`config.mk`:
```
export PLATFORM = sky130hd
export DESIGN_NAME = compass_heading_digits
export DESIGN_NICKNAME = d
export VERILOG_FILES = /design/src/rtl/chd_pkg.sv /design/src/rtl/chd_front.sv /design/src/rtl/chd_queue.sv /design/src/rtl/chd_back.sv /design/src/rtl/compass_heading_digits.sv
export SDC_FILE = /design/constraint.sdc
export NUM_CORES = 2
export LEC_CHECK = 0
export BUFFER_PORTS_ARGS = -buffer_cell sky130_fd_sc_hd__buf_2
export CAP_MARGIN = 20
export CORE_ASPECT_RATIO = 0.5
export CORE_MARGIN = 2
export CORE_UTILIZATION = 45
export CTS_CLUSTER_SIZE = 12
export DETAILED_ROUTE_END_ITERATION = 10
export GPL_TIMING_DRIVEN = 0
export PLACE_DENSITY_LB_ADDON = 0.12
export SLEW_MARGIN = 5
export SYNTH_ARGS = -nofsm -noshare
export SYNTH_HDL_FRONTEND = slang
export SYNTH_SLANG_ARGS = --single-unit
```
`constraint.sdc`:
```
create_clock -name i_clk -period 52.9 [get_ports i_clk]
set_clock_uncertainty 0.15 [all_clocks]
set_input_delay 5.29 -clock i_clk [delete_from_list [all_inputs] [get_ports i_clk]]
set_output_delay 5.29 -clock i_clk [all_outputs]
set_load 0.1 [all_outputs]
```
`src/rtl/chd_pkg.sv`:
```
`timescale 1ns / 1ps
// chd_pkg: shared types, constants and helper functions for the compass heading block.
// Depends on nothing; imported by every module under rtl/.
package chd_pkg;

    localparam int CORDIC_ITERATIONS   = 16;
    localparam int ANGLE_FRACTION_BITS = 8;
    localparam int TABLE_FRACTION_BITS = 16;
    localparam int TABLE_LENGTH        = 24;

    localparam int READ_W  = 16;
    localparam int XY_W    = 19;                        // headroom for CORDIC gain on 17-bit magnitudes
    localparam int ANG_W   = ANGLE_FRACTION_BITS + 11;  // covers +-1024 degrees
    localparam int HEAD_W  = 9;
    localparam int CHAR_W  = 6;
    localparam int DIGIT_W = 4;

    localparam int QUEUE_DEPTH = 2;
    localparam int QPTR_W      = $clog2(QUEUE_DEPTH);
    localparam int QCNT_W      = $clog2(QUEUE_DEPTH + 1);

    typedef logic signed [READ_W-1:0] t_reading;
    typedef logic signed [XY_W-1:0]   t_xy;
    typedef logic signed [ANG_W-1:0]  t_angle;
    typedef logic [HEAD_W-1:0]        t_heading;
    typedef logic [CHAR_W-1:0]        t_char;

    localparam int     DEG_ONE  = 1 << ANGLE_FRACTION_BITS;
    localparam t_angle ANG_ZERO = '0;
    localparam t_angle ANG_P90  = t_angle'(90 * DEG_ONE);
    localparam t_angle ANG_M90  = t_angle'(-90 * DEG_ONE);
    localparam t_angle ANG_P180 = t_angle'(180 * DEG_ONE);
    localparam t_angle ANG_M180 = t_angle'(-180 * DEG_ONE);
    localparam t_angle ANG_360  = t_angle'(360 * DEG_ONE);

    localparam t_heading HEAD_MAX   = t_heading'(360);
    localparam t_char    ASCII_ZERO = t_char'(8'h30);

    // atan(2^-i) in degrees, 16 fractional bits, rounded to nearest
    localparam int ATAN_Q16 [TABLE_LENGTH] = '{
        2949120, 1740967, 919879, 466945, 234379, 117304, 58666, 29335,
        14668, 7334, 3667, 1833, 917, 458, 229, 115,
        57, 29, 14, 7, 4, 2, 1, 0
    };

    // One classified sample travelling from the front to the back end
    typedef struct packed {
        logic     bypass;   // angle already exact, skip the rotations
        t_xy      x;
        t_xy      y;
        t_angle   z;
        t_reading rx;
        t_reading ry;
        t_reading rz;
    } t_item;

    typedef struct packed {
        logic [DIGIT_W-1:0] hund;
        logic [DIGIT_W-1:0] tens;
        logic [DIGIT_W-1:0] ones;
    } t_digits;

    // Table entry requantised to the accumulator's fraction, half up
    function automatic t_angle atan_entry(input int i);
        int s;
        int t;
        s = TABLE_FRACTION_BITS - ANGLE_FRACTION_BITS;
        t = (i < TABLE_LENGTH) ? ATAN_Q16[i] : 0;
        if (s == 0) begin
            return t_angle'(t);
        end
        return t_angle'((t + (1 << (s - 1))) >>> s);
    endfunction

    // Decimal split of a heading up to 360 by compare and subtract
    function automatic t_digits split_digits(input t_heading v);
        t_heading           r;
        logic [DIGIT_W-1:0] hd;
        logic [DIGIT_W-1:0] td;
        t_digits            d;
        r  = v;
        hd = '0;
        if (r >= t_heading'(300)) begin
            hd = DIGIT_W'(3);
            r  = r - t_heading'(300);
        end else if (r >= t_heading'(200)) begin
            hd = DIGIT_W'(2);
            r  = r - t_heading'(200);
        end else if (r >= t_heading'(100)) begin
            hd = DIGIT_W'(1);
            r  = r - t_heading'(100);
        end
        td = '0;
        for (int k = 9; k >= 1; k--) begin
            if (td == '0 && r >= t_heading'(k * 10)) begin
                td = DIGIT_W'(k);
            end
        end
        r      = r - t_heading'(td) * t_heading'(10);
        d.hund = hd;
        d.tens = td;
        d.ones = r[DIGIT_W-1:0];
        return d;
    endfunction

endpackage

```
`src/rtl/chd_front.sv`:
```
`timescale 1ns / 1ps
// chd_front: takes input transactions, sorts out the exact-angle cases and folds
// the left half-plane onto the right. Depends on chd_pkg.
module chd_front (
    input  logic             i_valid,
    input  chd_pkg::t_reading i_x_reading,
    input  chd_pkg::t_reading i_y_reading,
    input  chd_pkg::t_reading i_z_reading,
    input  logic             i_full,
    output logic             o_stall,
    output logic             o_push,
    output chd_pkg::t_item   o_item
);
    import chd_pkg::*;

    t_xy    w_x;
    t_xy    w_y;
    logic   w_x_zero;
    logic   w_y_zero;
    logic   w_x_neg;

    assign w_x      = t_xy'(i_x_reading);
    assign w_y      = t_xy'(i_y_reading);
    assign w_x_zero = (i_x_reading == '0);
    assign w_y_zero = (i_y_reading == '0);
    assign w_x_neg  = i_x_reading[READ_W-1];

    assign o_stall = i_full;
    assign o_push  = i_valid && !i_full;

    always_comb begin
        o_item.rx     = i_x_reading;
        o_item.ry     = i_y_reading;
        o_item.rz     = i_z_reading;
        o_item.bypass = w_x_zero || w_y_zero;
        o_item.x      = w_x;
        o_item.y      = w_y;
        o_item.z      = ANG_ZERO;
        if (w_x_zero && w_y_zero) begin
            o_item.z = ANG_ZERO;
        end else if (w_y_zero) begin
            o_item.z = w_x_neg ? ANG_P180 : ANG_ZERO;
        end else if (w_x_zero) begin
            o_item.z = i_y_reading[READ_W-1] ? ANG_M90 : ANG_P90;
        end else if (w_x_neg) begin
            // rotate by 180 degrees into the right half-plane
            o_item.x = -w_x;
            o_item.y = -w_y;
            o_item.z = i_y_reading[READ_W-1] ? ANG_M180 : ANG_P180;
        end
    end

endmodule

```
`src/rtl/chd_queue.sv`:
```
`timescale 1ns / 1ps
// chd_queue: short first-in first-out buffer of classified samples between the
// front and back ends. Depends on chd_pkg.
module chd_queue (
    input  logic           i_clk,
    input  logic           i_rst_n,
    input  logic           i_push,
    input  chd_pkg::t_item i_item,
    input  logic           i_pop,
    output logic           o_full,
    output logic           o_nonempty,
    output chd_pkg::t_item o_head
);
    import chd_pkg::*;

    t_item              r_mem [QUEUE_DEPTH];
    logic [QPTR_W-1:0]  r_wr;
    logic [QPTR_W-1:0]  r_rd;
    logic [QCNT_W-1:0]  r_count;
    logic [QPTR_W-1:0]  n_wr;
    logic [QPTR_W-1:0]  n_rd;
    logic [QCNT_W-1:0]  n_count;
    logic               w_push;
    logic               w_pop;

    assign o_full     = (r_count == QCNT_W'(QUEUE_DEPTH));
    assign o_nonempty = (r_count != '0);
    assign o_head     = r_mem[r_rd];

    assign w_push = i_push && !o_full;
    assign w_pop  = i_pop && o_nonempty;

    always_comb begin
        n_wr    = r_wr;
        n_rd    = r_rd;
        n_count = r_count;
        if (w_push) begin
            n_wr = (r_wr == QPTR_W'(QUEUE_DEPTH - 1)) ? '0 : r_wr + QPTR_W'(1);
        end
        if (w_pop) begin
            n_rd = (r_rd == QPTR_W'(QUEUE_DEPTH - 1)) ? '0 : r_rd + QPTR_W'(1);
        end
        if (w_push && !w_pop) begin
            n_count = r_count + QCNT_W'(1);
        end else if (w_pop && !w_push) begin
            n_count = r_count - QCNT_W'(1);
        end
    end

    always_ff @(posedge i_clk) begin
        if (!i_rst_n) begin
            r_wr    <= '0;
            r_rd    <= '0;
            r_count <= '0;
        end else begin
            r_wr    <= n_wr;
            r_rd    <= n_rd;
            r_count <= n_count;
        end
    end

    always_ff @(posedge i_clk) begin
        if (w_push) begin
            r_mem[r_wr] <= i_item;
        end
    end

`ifndef SYNTH
    a_count_bound: assert property (@(posedge i_clk) disable iff (!i_rst_n)
        r_count <= QCNT_W'(QUEUE_DEPTH))
        else $error("queue count beyond depth");
    a_no_push_full: assert property (@(posedge i_clk) disable iff (!i_rst_n)
        i_push |-> !o_full)
        else $error("push into full queue");
`endif

endmodule

```
`src/rtl/chd_back.sv`:
```
`timescale 1ns / 1ps
// chd_back: unrolled CORDIC vectoring pipeline, heading clamp, decimal split and
// output register. Depends on chd_pkg.
module chd_back (
    input  logic              i_clk,
    input  logic              i_rst_n,
    input  logic              i_q_nonempty,
    input  chd_pkg::t_item    i_q_head,
    output logic              o_q_pop,
    output logic              o_valid,
    input  logic              i_stall,
    output chd_pkg::t_heading o_heading_degrees,
    output chd_pkg::t_char    o_hundreds_char,
    output chd_pkg::t_char    o_tens_char,
    output chd_pkg::t_char    o_ones_char,
    output chd_pkg::t_reading o_x_out,
    output chd_pkg::t_reading o_y_out,
    output chd_pkg::t_reading o_z_out
);
    import chd_pkg::*;

    localparam int N = CORDIC_ITERATIONS;

    logic              w_en;
    logic [N:0]        r_vld;
    t_item             r_stg [N+1];
    t_item             n_stg [N+1];

    logic              r_hvld;
    t_heading          r_head;
    t_reading          r_hx;
    t_reading          r_hy;
    t_reading          r_hz;
    t_angle            w_sum;
    t_heading          n_head;

    logic              r_out_vld;
    t_heading          r_out_head;
    t_char             r_hund;
    t_char             r_tens;
    t_char             r_ones;
    t_reading          r_ox;
    t_reading          r_oy;
    t_reading          r_oz;
    t_digits           w_dig;

    // whole pipeline moves unless a finished result is held back
    assign w_en    = !(r_out_vld && i_stall);
    assign o_q_pop = w_en && i_q_nonempty;

    assign n_stg[0] = i_q_head;

    for (genvar k = 0; k < N; k++) begin : g_iter
        localparam t_angle STEP = atan_entry(k);
        t_xy w_dx;
        t_xy w_dy;
        assign w_dx = $signed(r_stg[k].y) >>> k;
        assign w_dy = $signed(r_stg[k].x) >>> k;
        always_comb begin
            n_stg[k+1] = r_stg[k];
            if (!r_stg[k].bypass) begin
                if (!r_stg[k].y[XY_W-1]) begin
                    n_stg[k+1].x = r_stg[k].x + w_dx;
                    n_stg[k+1].y = r_stg[k].y - w_dy;
                    n_stg[k+1].z = r_stg[k].z + STEP;
                end else begin
                    n_stg[k+1].x = r_stg[k].x - w_dx;
                    n_stg[k+1].y = r_stg[k].y + w_dy;
                    n_stg[k+1].z = r_stg[k].z - STEP;
                end
            end
        end
    end

    // shift to 0..360 degrees, clamp the residue, truncate to whole degrees
    assign w_sum = r_stg[N].z + ANG_P180;
    always_comb begin
        if (w_sum[ANG_W-1]) begin
            n_head = '0;
        end else if (w_sum > ANG_360) begin
            n_head = HEAD_MAX;
        end else begin
            n_head = w_sum[ANGLE_FRACTION_BITS +: HEAD_W];
        end
    end

    assign w_dig = split_digits(r_head);

    always_ff @(posedge i_clk) begin
        if (!i_rst_n) begin
            r_vld     <= '0;
            r_hvld    <= 1'b0;
            r_out_vld <= 1'b0;
        end else if (w_en) begin
            r_vld     <= {r_vld[N-1:0], i_q_nonempty};
            r_hvld    <= r_vld[N];
            r_out_vld <= r_hvld;
        end
    end

    always_ff @(posedge i_clk) begin
        if (w_en) begin
            for (int k = 0; k <= N; k++) begin
                r_stg[k] <= n_stg[k];
            end
            r_head     <= n_head;
            r_hx       <= r_stg[N].rx;
            r_hy       <= r_stg[N].ry;
            r_hz       <= r_stg[N].rz;
            r_out_head <= r_head;
            r_hund     <= ASCII_ZERO + t_char'(w_dig.hund);
            r_tens     <= ASCII_ZERO + t_char'(w_dig.tens);
            r_ones     <= ASCII_ZERO + t_char'(w_dig.ones);
            r_ox       <= r_hx;
            r_oy       <= r_hy;
            r_oz       <= r_hz;
        end
    end

    assign o_valid           = r_out_vld;
    assign o_heading_degrees = r_out_head;
    assign o_hundreds_char   = r_hund;
    assign o_tens_char       = r_tens;
    assign o_ones_char       = r_ones;
    assign o_x_out           = r_ox;
    assign o_y_out           = r_oy;
    assign o_z_out           = r_oz;

`ifndef SYNTH
    a_head_range: assert property (@(posedge i_clk) disable iff (!i_rst_n)
        r_out_vld |-> r_out_head <= HEAD_MAX)
        else $error("heading above 360");
    a_digits_match: assert property (@(posedge i_clk) disable iff (!i_rst_n)
        r_out_vld |-> ((int'(r_hund) - int'(ASCII_ZERO)) * 100
                     + (int'(r_tens) - int'(ASCII_ZERO)) * 10
                     + (int'(r_ones) - int'(ASCII_ZERO)) == int'(r_out_head)))
        else $error("digits disagree with heading");
    a_freeze: assert property (@(posedge i_clk) disable iff (!i_rst_n)
        (r_out_vld && i_stall) |=> $stable(r_vld) && $stable(r_hvld))
        else $error("pipeline moved while output held");
`endif

endmodule

```
`src/rtl/compass_heading_digits.sv`:
```
`timescale 1ns / 1ps
// compass_heading_digits: top level of the magnetometer heading block.
// Depends on chd_pkg, chd_front, chd_queue and chd_back.
//
// Usage
//   Input channel: i_valid with i_x_reading, i_y_reading, i_z_reading; the
//   block drives o_stall. A transaction is taken at a rising edge with
//   i_valid high and o_stall low.
//   Output channel: o_valid with the heading (0..360), its three ASCII
//   digits and the three readings passed through; the receiver drives
//   i_stall. A transaction completes at an edge with o_valid high and
//   i_stall low.
//   Path from input transaction to o_valid: one queue slot, one load
//   stage, one stage per CORDIC iteration, a clamp stage and the
//   digit/output register.
//   Throughput: one transaction per cycle while i_stall does not hold
//   o_valid; the unrolled CORDIC pipeline, one rotation per stage, sets this.
//   Stall: while o_valid is held by i_stall the back-end pipeline freezes;
//   the two-entry queue keeps taking input until it fills, then o_stall rises.
//   Reset (i_rst_n low, synchronous): pipeline valid bits and the queue
//   empty out; no result is pending afterwards and o_stall is low.
module compass_heading_digits (
    input  logic              i_clk,
    input  logic              i_rst_n,
    input  logic              i_valid,
    output logic              o_stall,
    input  chd_pkg::t_reading i_x_reading,
    input  chd_pkg::t_reading i_y_reading,
    input  chd_pkg::t_reading i_z_reading,
    output logic              o_valid,
    input  logic              i_stall,
    output chd_pkg::t_heading o_heading_degrees,
    output chd_pkg::t_char    o_hundreds_char,
    output chd_pkg::t_char    o_tens_char,
    output chd_pkg::t_char    o_ones_char,
    output chd_pkg::t_reading o_x_out,
    output chd_pkg::t_reading o_y_out,
    output chd_pkg::t_reading o_z_out
);
    import chd_pkg::*;

    logic  w_push;
    t_item w_item;
    logic  w_full;
    logic  w_pop;
    logic  w_nonempty;
    t_item w_head;

    // front end: accept and classify (exact angles, half-plane fold)
    chd_front u_front (
        .i_valid     (i_valid),
        .i_x_reading (i_x_reading),
        .i_y_reading (i_y_reading),
        .i_z_reading (i_z_reading),
        .i_full      (w_full),
        .o_stall     (o_stall),
        .o_push      (w_push),
        .o_item      (w_item)
    );

    // decouples input acceptance from output back-pressure
    chd_queue u_queue (
        .i_clk      (i_clk),
        .i_rst_n    (i_rst_n),
        .i_push     (w_push),
        .i_item     (w_item),
        .i_pop      (w_pop),
        .o_full     (w_full),
        .o_nonempty (w_nonempty),
        .o_head     (w_head)
    );

    // back end: rotations, clamp, decimal digits, output register
    chd_back u_back (
        .i_clk             (i_clk),
        .i_rst_n           (i_rst_n),
        .i_q_nonempty      (w_nonempty),
        .i_q_head          (w_head),
        .o_q_pop           (w_pop),
        .o_valid           (o_valid),
        .i_stall           (i_stall),
        .o_heading_degrees (o_heading_degrees),
        .o_hundreds_char   (o_hundreds_char),
        .o_tens_char       (o_tens_char),
        .o_ones_char       (o_ones_char),
        .o_x_out           (o_x_out),
        .o_y_out           (o_y_out),
        .o_z_out           (o_z_out)
    );

endmodule
```
== Word level (Yosys, flattened, before mapping) ==
Memories as Yosys holds them, arrays and structs flattened. A register that Yosys moved wholly into a read port is not among the register bits.
Index checks and enable logic that the tools add are counted.
Widths: inputs -> output; s select.

* Add/sub/neg operators: 107
* Multiply operators: 1
* $lt $le $gt $ge: 13
* Equal/unequal tests: 1
* Muxes and demuxes: 67
* Reduce and logical (&&, ||, !) cells: 34

{| class="wikitable"
|+ Operators by type and width
! operator !! number
|-
| $mux 57 || 33
|-
| $mux 38 || 3
|-
| $mux 19 || 5
|-
| $mux 4 || 11
|-
| $add 19x10->19 || 2
|-
| $add 19x11->19 || 2
|-
| $add 19x12->19 || 2
|-
| $add 19x13->19 || 2
|-
| $add 19x14->19 || 2
|-
| $add 19x15->19 || 2
|-
| $add 19x16->19 || 2
|-
| $add 19x17->19 || 2
|-
| $add 19x18->19 || 2
|-
| $add 19x4->19 || 2
|-
| $add 19x4->19 const B || 2
|-
| $add 19x5->19 || 2
|-
| $add 19x6->19 || 2
|-
| $add 19x7->19 || 2
|-
| $add 19x8->19 || 2
|-
| $add 19x9->19 || 2
|-
| $neg 16->19 || 2
|-
| $sub 19x10->19 || 2
|-
| $sub 19x11->19 || 2
|-
| $sub 19x12->19 || 2
|-
| other kinds (70) || 131
|}

* Bits in registers: 155
* Memory bits (writable): 2014
* Bits of input ports: 52
* Output and inout bits: 77
* Word-level logic and storage cells: 243
* Memories kept: 2

{| class="wikitable"
|+ Memory list
! memory !! words !! width !! read ports !! clocked after memory_dff !! write ports !! line !! source
|-
| u_back.r_stg || 17 || 106 || 17 || 0 || 17 || chd_back.sv:26 || <nowiki>t_item r_stg [N+1];</nowiki>
|-
| u_queue.r_mem || 2 || 106 || 1 || 1 || 1 || chd_queue.sv:16 || <nowiki>t_item r_mem [QUEUE_DEPTH];</nowiki>
|}

== Depth between registers and ports, before layout ==
* Depth in word-level cells: 33
* Depth in mapped cells: 19
* Gate-level depth less buffers: 19

== Hierarchy ==
From an unflattened synthesis, not the netlist that was laid out.

* Cells, all modules: 9884
* Area, all modules: 113077.2 sq um

{| class="wikitable"
|+ By module, submodules not included
! module !! instances !! cells each !! area an instance (sq um) !! sequential area each (sq um)
|-
| chd_back || 1 || 9340 || 103669.4 || 54342.1
|-
| chd_queue || 1 || 355 || 8044.0 || 6466.2
|-
| chd_front || 1 || 189 || 1363.8 || 0.0
|}

== Least setup slack after synthesis ==
Ideal clock, no wire load.

* Path kind: input to register
* From: input port i_stall
* To: register u_back.r_out_head[0], in the netlist u_back.o_heading_degrees[0] (enable)
* Library setup time: 2820 ps
* Arrival: 53218 ps
* Required time: 49930 ps
* Slack: -3288 ps
* Cell stages on the path: 3
* Buffers on the path: 1
* Cell sequence: and2_1 -> clkinv_1 -> clkbuf_1

* Longest elaborated chain between the ends: 1

{| class="wikitable"
|+ RTL lines
! item !! line !! source
|-
| from (decl) || compass_heading_digits.sv:31 || <nowiki>input logic i_stall,</nowiki>
|-
| $logic_and 1x1->1 || chd_back.sv:48 || <nowiki>assign w_en = !(r_out_vld && i_stall);</nowiki>
|-
| to (signal assigned) || chd_back.sv:110 || <nowiki>r_out_head <= r_head;</nowiki>
|-
| to (decl) || chd_back.sv:38 || <nowiki>t_heading r_out_head;</nowiki>
|}

Every way passes these cells.
A chain may end at the register's enable or synchronous reset.

==> flow_summary.toml <==
[logic_synthesis]
syn_area_um2 = 107000
synth-xor-area-share = 0.0698
ys_seq_elements = 1975
synthMuxAreaShare = 0.0230
postSynthAreaPerCell_um2 = 11.6
ys_types = 98
synth_ff_type = "edfxtp_1"
ys_warn_count = 0
synth-compound-area-share = 0.126
synth_edf_count = 1951
async_flop_share = 0
synth-simple-area-share = 0.109
yosysSeqAreaShare = 0.551
synthAdderAreaFrac = 0.0983
synth_top_family_by_area = "compound AO/OA/AOI/OAI gates"
synthCells = 9281

[global_routing]
overflow = 0
first_global_vias = 66600
grt_usage = 0.191
grt_start_max_net_pins = 117
grt_pass1_wl_mm = 371
grt_antenna_before_repair = 10

[setup_path]
regToRegEndpoint = "u_back.r_stg[0][1251]"
path_max_fanout = 116
worstPathCellList = "buf_2 -> and2_1 -> clkinv_1 -> clkbuf_8 -> buf_16 -> buf_16 -> buf_16 -> buf_16 -> buf_16 -> buf_16 -> buf_16"
max_stage_delay_ns = 0.63
endpoint = "u_back.r_stg[0][1351]"
cp.required_ns = 53.18
path_class = "in2reg"
reg2reg_depth = 15
crit_arrival_ns = 9.72
rrSetupSlack_ns = 46.80
worstReg2RegStart = "u_back.r_stg[0][1145]"
cp_common_cell = "buf_16"
cp-start-kind = "primary input"
crit_start = "i_stall"
cp_slowest_cell = "clkbuf_8"
cp-end-kind = "register"

[die]
core_area_um2 = 236000
io_pins = 129
initial_utilization = 0.454
rows = 126
die_y_um = 349
die_w_um = 694
die_area_um2 = 242000

[routing]
drtIter0Drc = 4592
wl_met1_mm = 110
wl_mm = 237
dr_wl_met3_mm = 8.63
vias = 69600
drc = 0
highest_layer = "met5"
drt.antenna.violating_nets = 0
drt-wirelength-per-cell_um = 18.4
firstDrtPassIters = 6
vias_per_cell = 5.42
wl_met2_mm = 112

[clock_network]
clockRootBuffer = "clkbuf_16"
post_cts_buffers = 0
clockBufferDepth = 4
path_clk_slew_ns = 0.06
cts.sinks = 1975
cts_tree = "done"
cts-hold-fix-buffers = 0
cts.repair.resized = 0
htreeDepth = 4
clock_latency_ns = 0.87
cts_buffers = 200

[sta]
fin_tns_setup_ns = 0
worst-slew-pin-transition_ns = 1.09
hold_viol = 0
rsz0062_at_grt = "no"
slew_headroom = 0.266
fmax_mhz = 106
fin_crit_sh = 0.178
finalSetupViolCount = 0
finalMaxSlewViolations = 0
min_period_ns = 9.44

[layout]
final_cell_mix = "edfxtp_1, nand2_1, ha_1"
nNetsFinal = 10500
layout_commonest_cell = "edfxtp_1"
areaGrowthSynthToFinish_pct = 10.0
fillers = 21000
drive_gt1_frac = 0.0648

[placed_design]
io_buffers = 120
gp_routability_congestion = 0.882
hpwlAfterDp_mm = 176

[min_path]
min_path_type = "reg2reg"

[job]
drv_cap = 0

[status]
status = "finished, final reports clean"
==> registers in the layout, summed over array words and instances (netlist names), named ones only <==
signal and count:
u_back.o_heading_degrees 9, u_back.o_hundreds_char 2, u_back.o_ones_char 3, u_back.o_tens_char 4, u_back.o_valid 1, u_back.o_x_out 16
u_back.o_y_out 16, u_back.o_z_out 16, u_back.r_head 9, u_back.r_hvld 1, u_back.r_hx 16, u_back.r_hy 16
u_back.r_hz 16, u_back.r_stg 1646, u_back.r_vld 17, u_queue.r_count 2, u_queue.r_mem 182, u_queue.r_rd 1
u_queue.r_wr 1
==> routing by layer <==
layer	global-route usage	vias to the layer above
li1	-	35000
met4	0.0518	2
met2	0.324	1185
met3	0.0246	363
met5	0	-
met1	0.258	33000
==> cell usage after synthesis (11+ instances only) <==
cell type | count | area share
edfxtp_1 | 1951 | 0.55
nand2_1 | 965 | 0.034
ha_1 | 774 | 0.090
o21ai_0 | 768 | 0.036
nor2_1 | 680 | 0.024
a21oi_1 | 518 | 0.024
xnor2_1 | 430 | 0.035
xor2_1 | 423 | 0.035
inv_1 | 359 | 0.013
nor3_1 | 258 | 0.012
clkbuf_1 | 231 | 0.0081
mux2_2 | 178 | 0.019
a21o_1 | 162 | 0.011
nand3_1 | 142 | 0.0066
o31ai_1 | 115 | 0.0080
nand2b_1 | 105 | 0.0061
o21a_1 | 81 | 0.0057
nor2b_1 | 79 | 0.0046
and3_1 | 73 | 0.0043
o21bai_1 | 66 | 0.0046
o41ai_1 | 58 | 0.0047
a31oi_1 | 53 | 0.0031
nor4_1 | 52 | 0.0030
a211oi_1 | 49 | 0.0034
a21boi_0 | 49 | 0.0034
mux2i_1 | 46 | 0.0043
fa_1 | 43 | 0.0080
or3_1 | 43 | 0.0025
and2_1 | 38 | 0.0022
o21ai_1 | 37 | 0.0017
or2_2 | 37 | 0.0022
a211o_1 | 31 | 0.0025
buf_1 | 28 | 0.00098
dfxtp_1 | 24 | 0.0045
o211ai_1 | 24 | 0.0017
a41o_1 | 23 | 0.0021
nand4_1 | 22 | 0.0013
and4_1 | 18 | 0.0015
nor3b_1 | 16 | 0.0011
o41a_1 | 16 | 0.0017
or4_1 | 16 | 0.0011
o31a_1 | 15 | 0.0012
nor4b_1 | 12 | 0.00098
a2111oi_0 | 11 | 0.00090
==> area by class of cell <==
| cell class | count | area, µm² | share of cell area |
|---|---|---|---|
| Clock buffer | 238 | 5170 | 0.0438 |
| Buffer | 270 | 1070 | 0.00903 |
| Timing Repair Buffer | 144 | 1220 | 0.0104 |
| Multi-Input combinational cell | 6672 | 45800 | 0.388 |
| Clock inverter | 37 | 395 | 0.00335 |
| Inverter | 370 | 1390 | 0.0118 |
| Tap cell | 3136 | 3920 | 0.0332 |
| Sequential cell | 1975 | 59100 | 0.500 |
| Antenna cell | 2 | 5.00 | 0.0000424 |
==> worst min-delay path by stage <==
stage	endpoint	cells after the start	start
floorplan	u_back.o_x_out[0]	0	u_back.r_hx[0]
global placement	u_back.r_stg[0][542]	0	u_back.r_stg[0][436]
detailed placement	u_back.o_x_out[12]	0	u_back.r_hx[12]
CTS	u_back.r_stg[0][445]	0	u_back.r_stg[0][339]
global route	u_back.r_stg[0][870]	0	u_back.r_stg[0][764]
finish	u_back.r_stg[0][451]	0	u_back.r_stg[0][345]
==> critical path, delay by kind of cell <==
kind | cells | cell delay (ns)
buffers and inverters | 10 | 3.80
and+or+nand+nor | 1 | 0.13
==> stage by stage <==
step            util  hold slack (ns)  instance area [µm²]  std cells  setup slack [ns]
2_1_floorplan      -            0.250               107000       9287             23.56
3_3_place_gp   0.473            0.250               112000      12500             13.96
3_5_place_dp   0.476            0.255               112000      12600             42.57
4_1_cts        0.499            0.229               118000      12800             43.44
5_1_grt        0.499            0.233               118000      12800             43.04
6_report       0.499            0.223               118000      12800             43.46
==> cell families (layout without fill, tap and decap cells) <==
kind of cell             Yosys count  count (layout)
other                              2              10
adder cells (fa/ha/maj)          817             817
AND/OR/NAND/NOR                 2579            2579
multiplexers                     224             224
flip-flops                      1975            1975
AO/OA/AOI/OAI                   2190            2190
buffers and inverters            640            1059
XOR/XNOR                         854             854
Power is not shown: default switching activity piles up to over one toggle a cycle in this logic, so the estimate is an artifact.
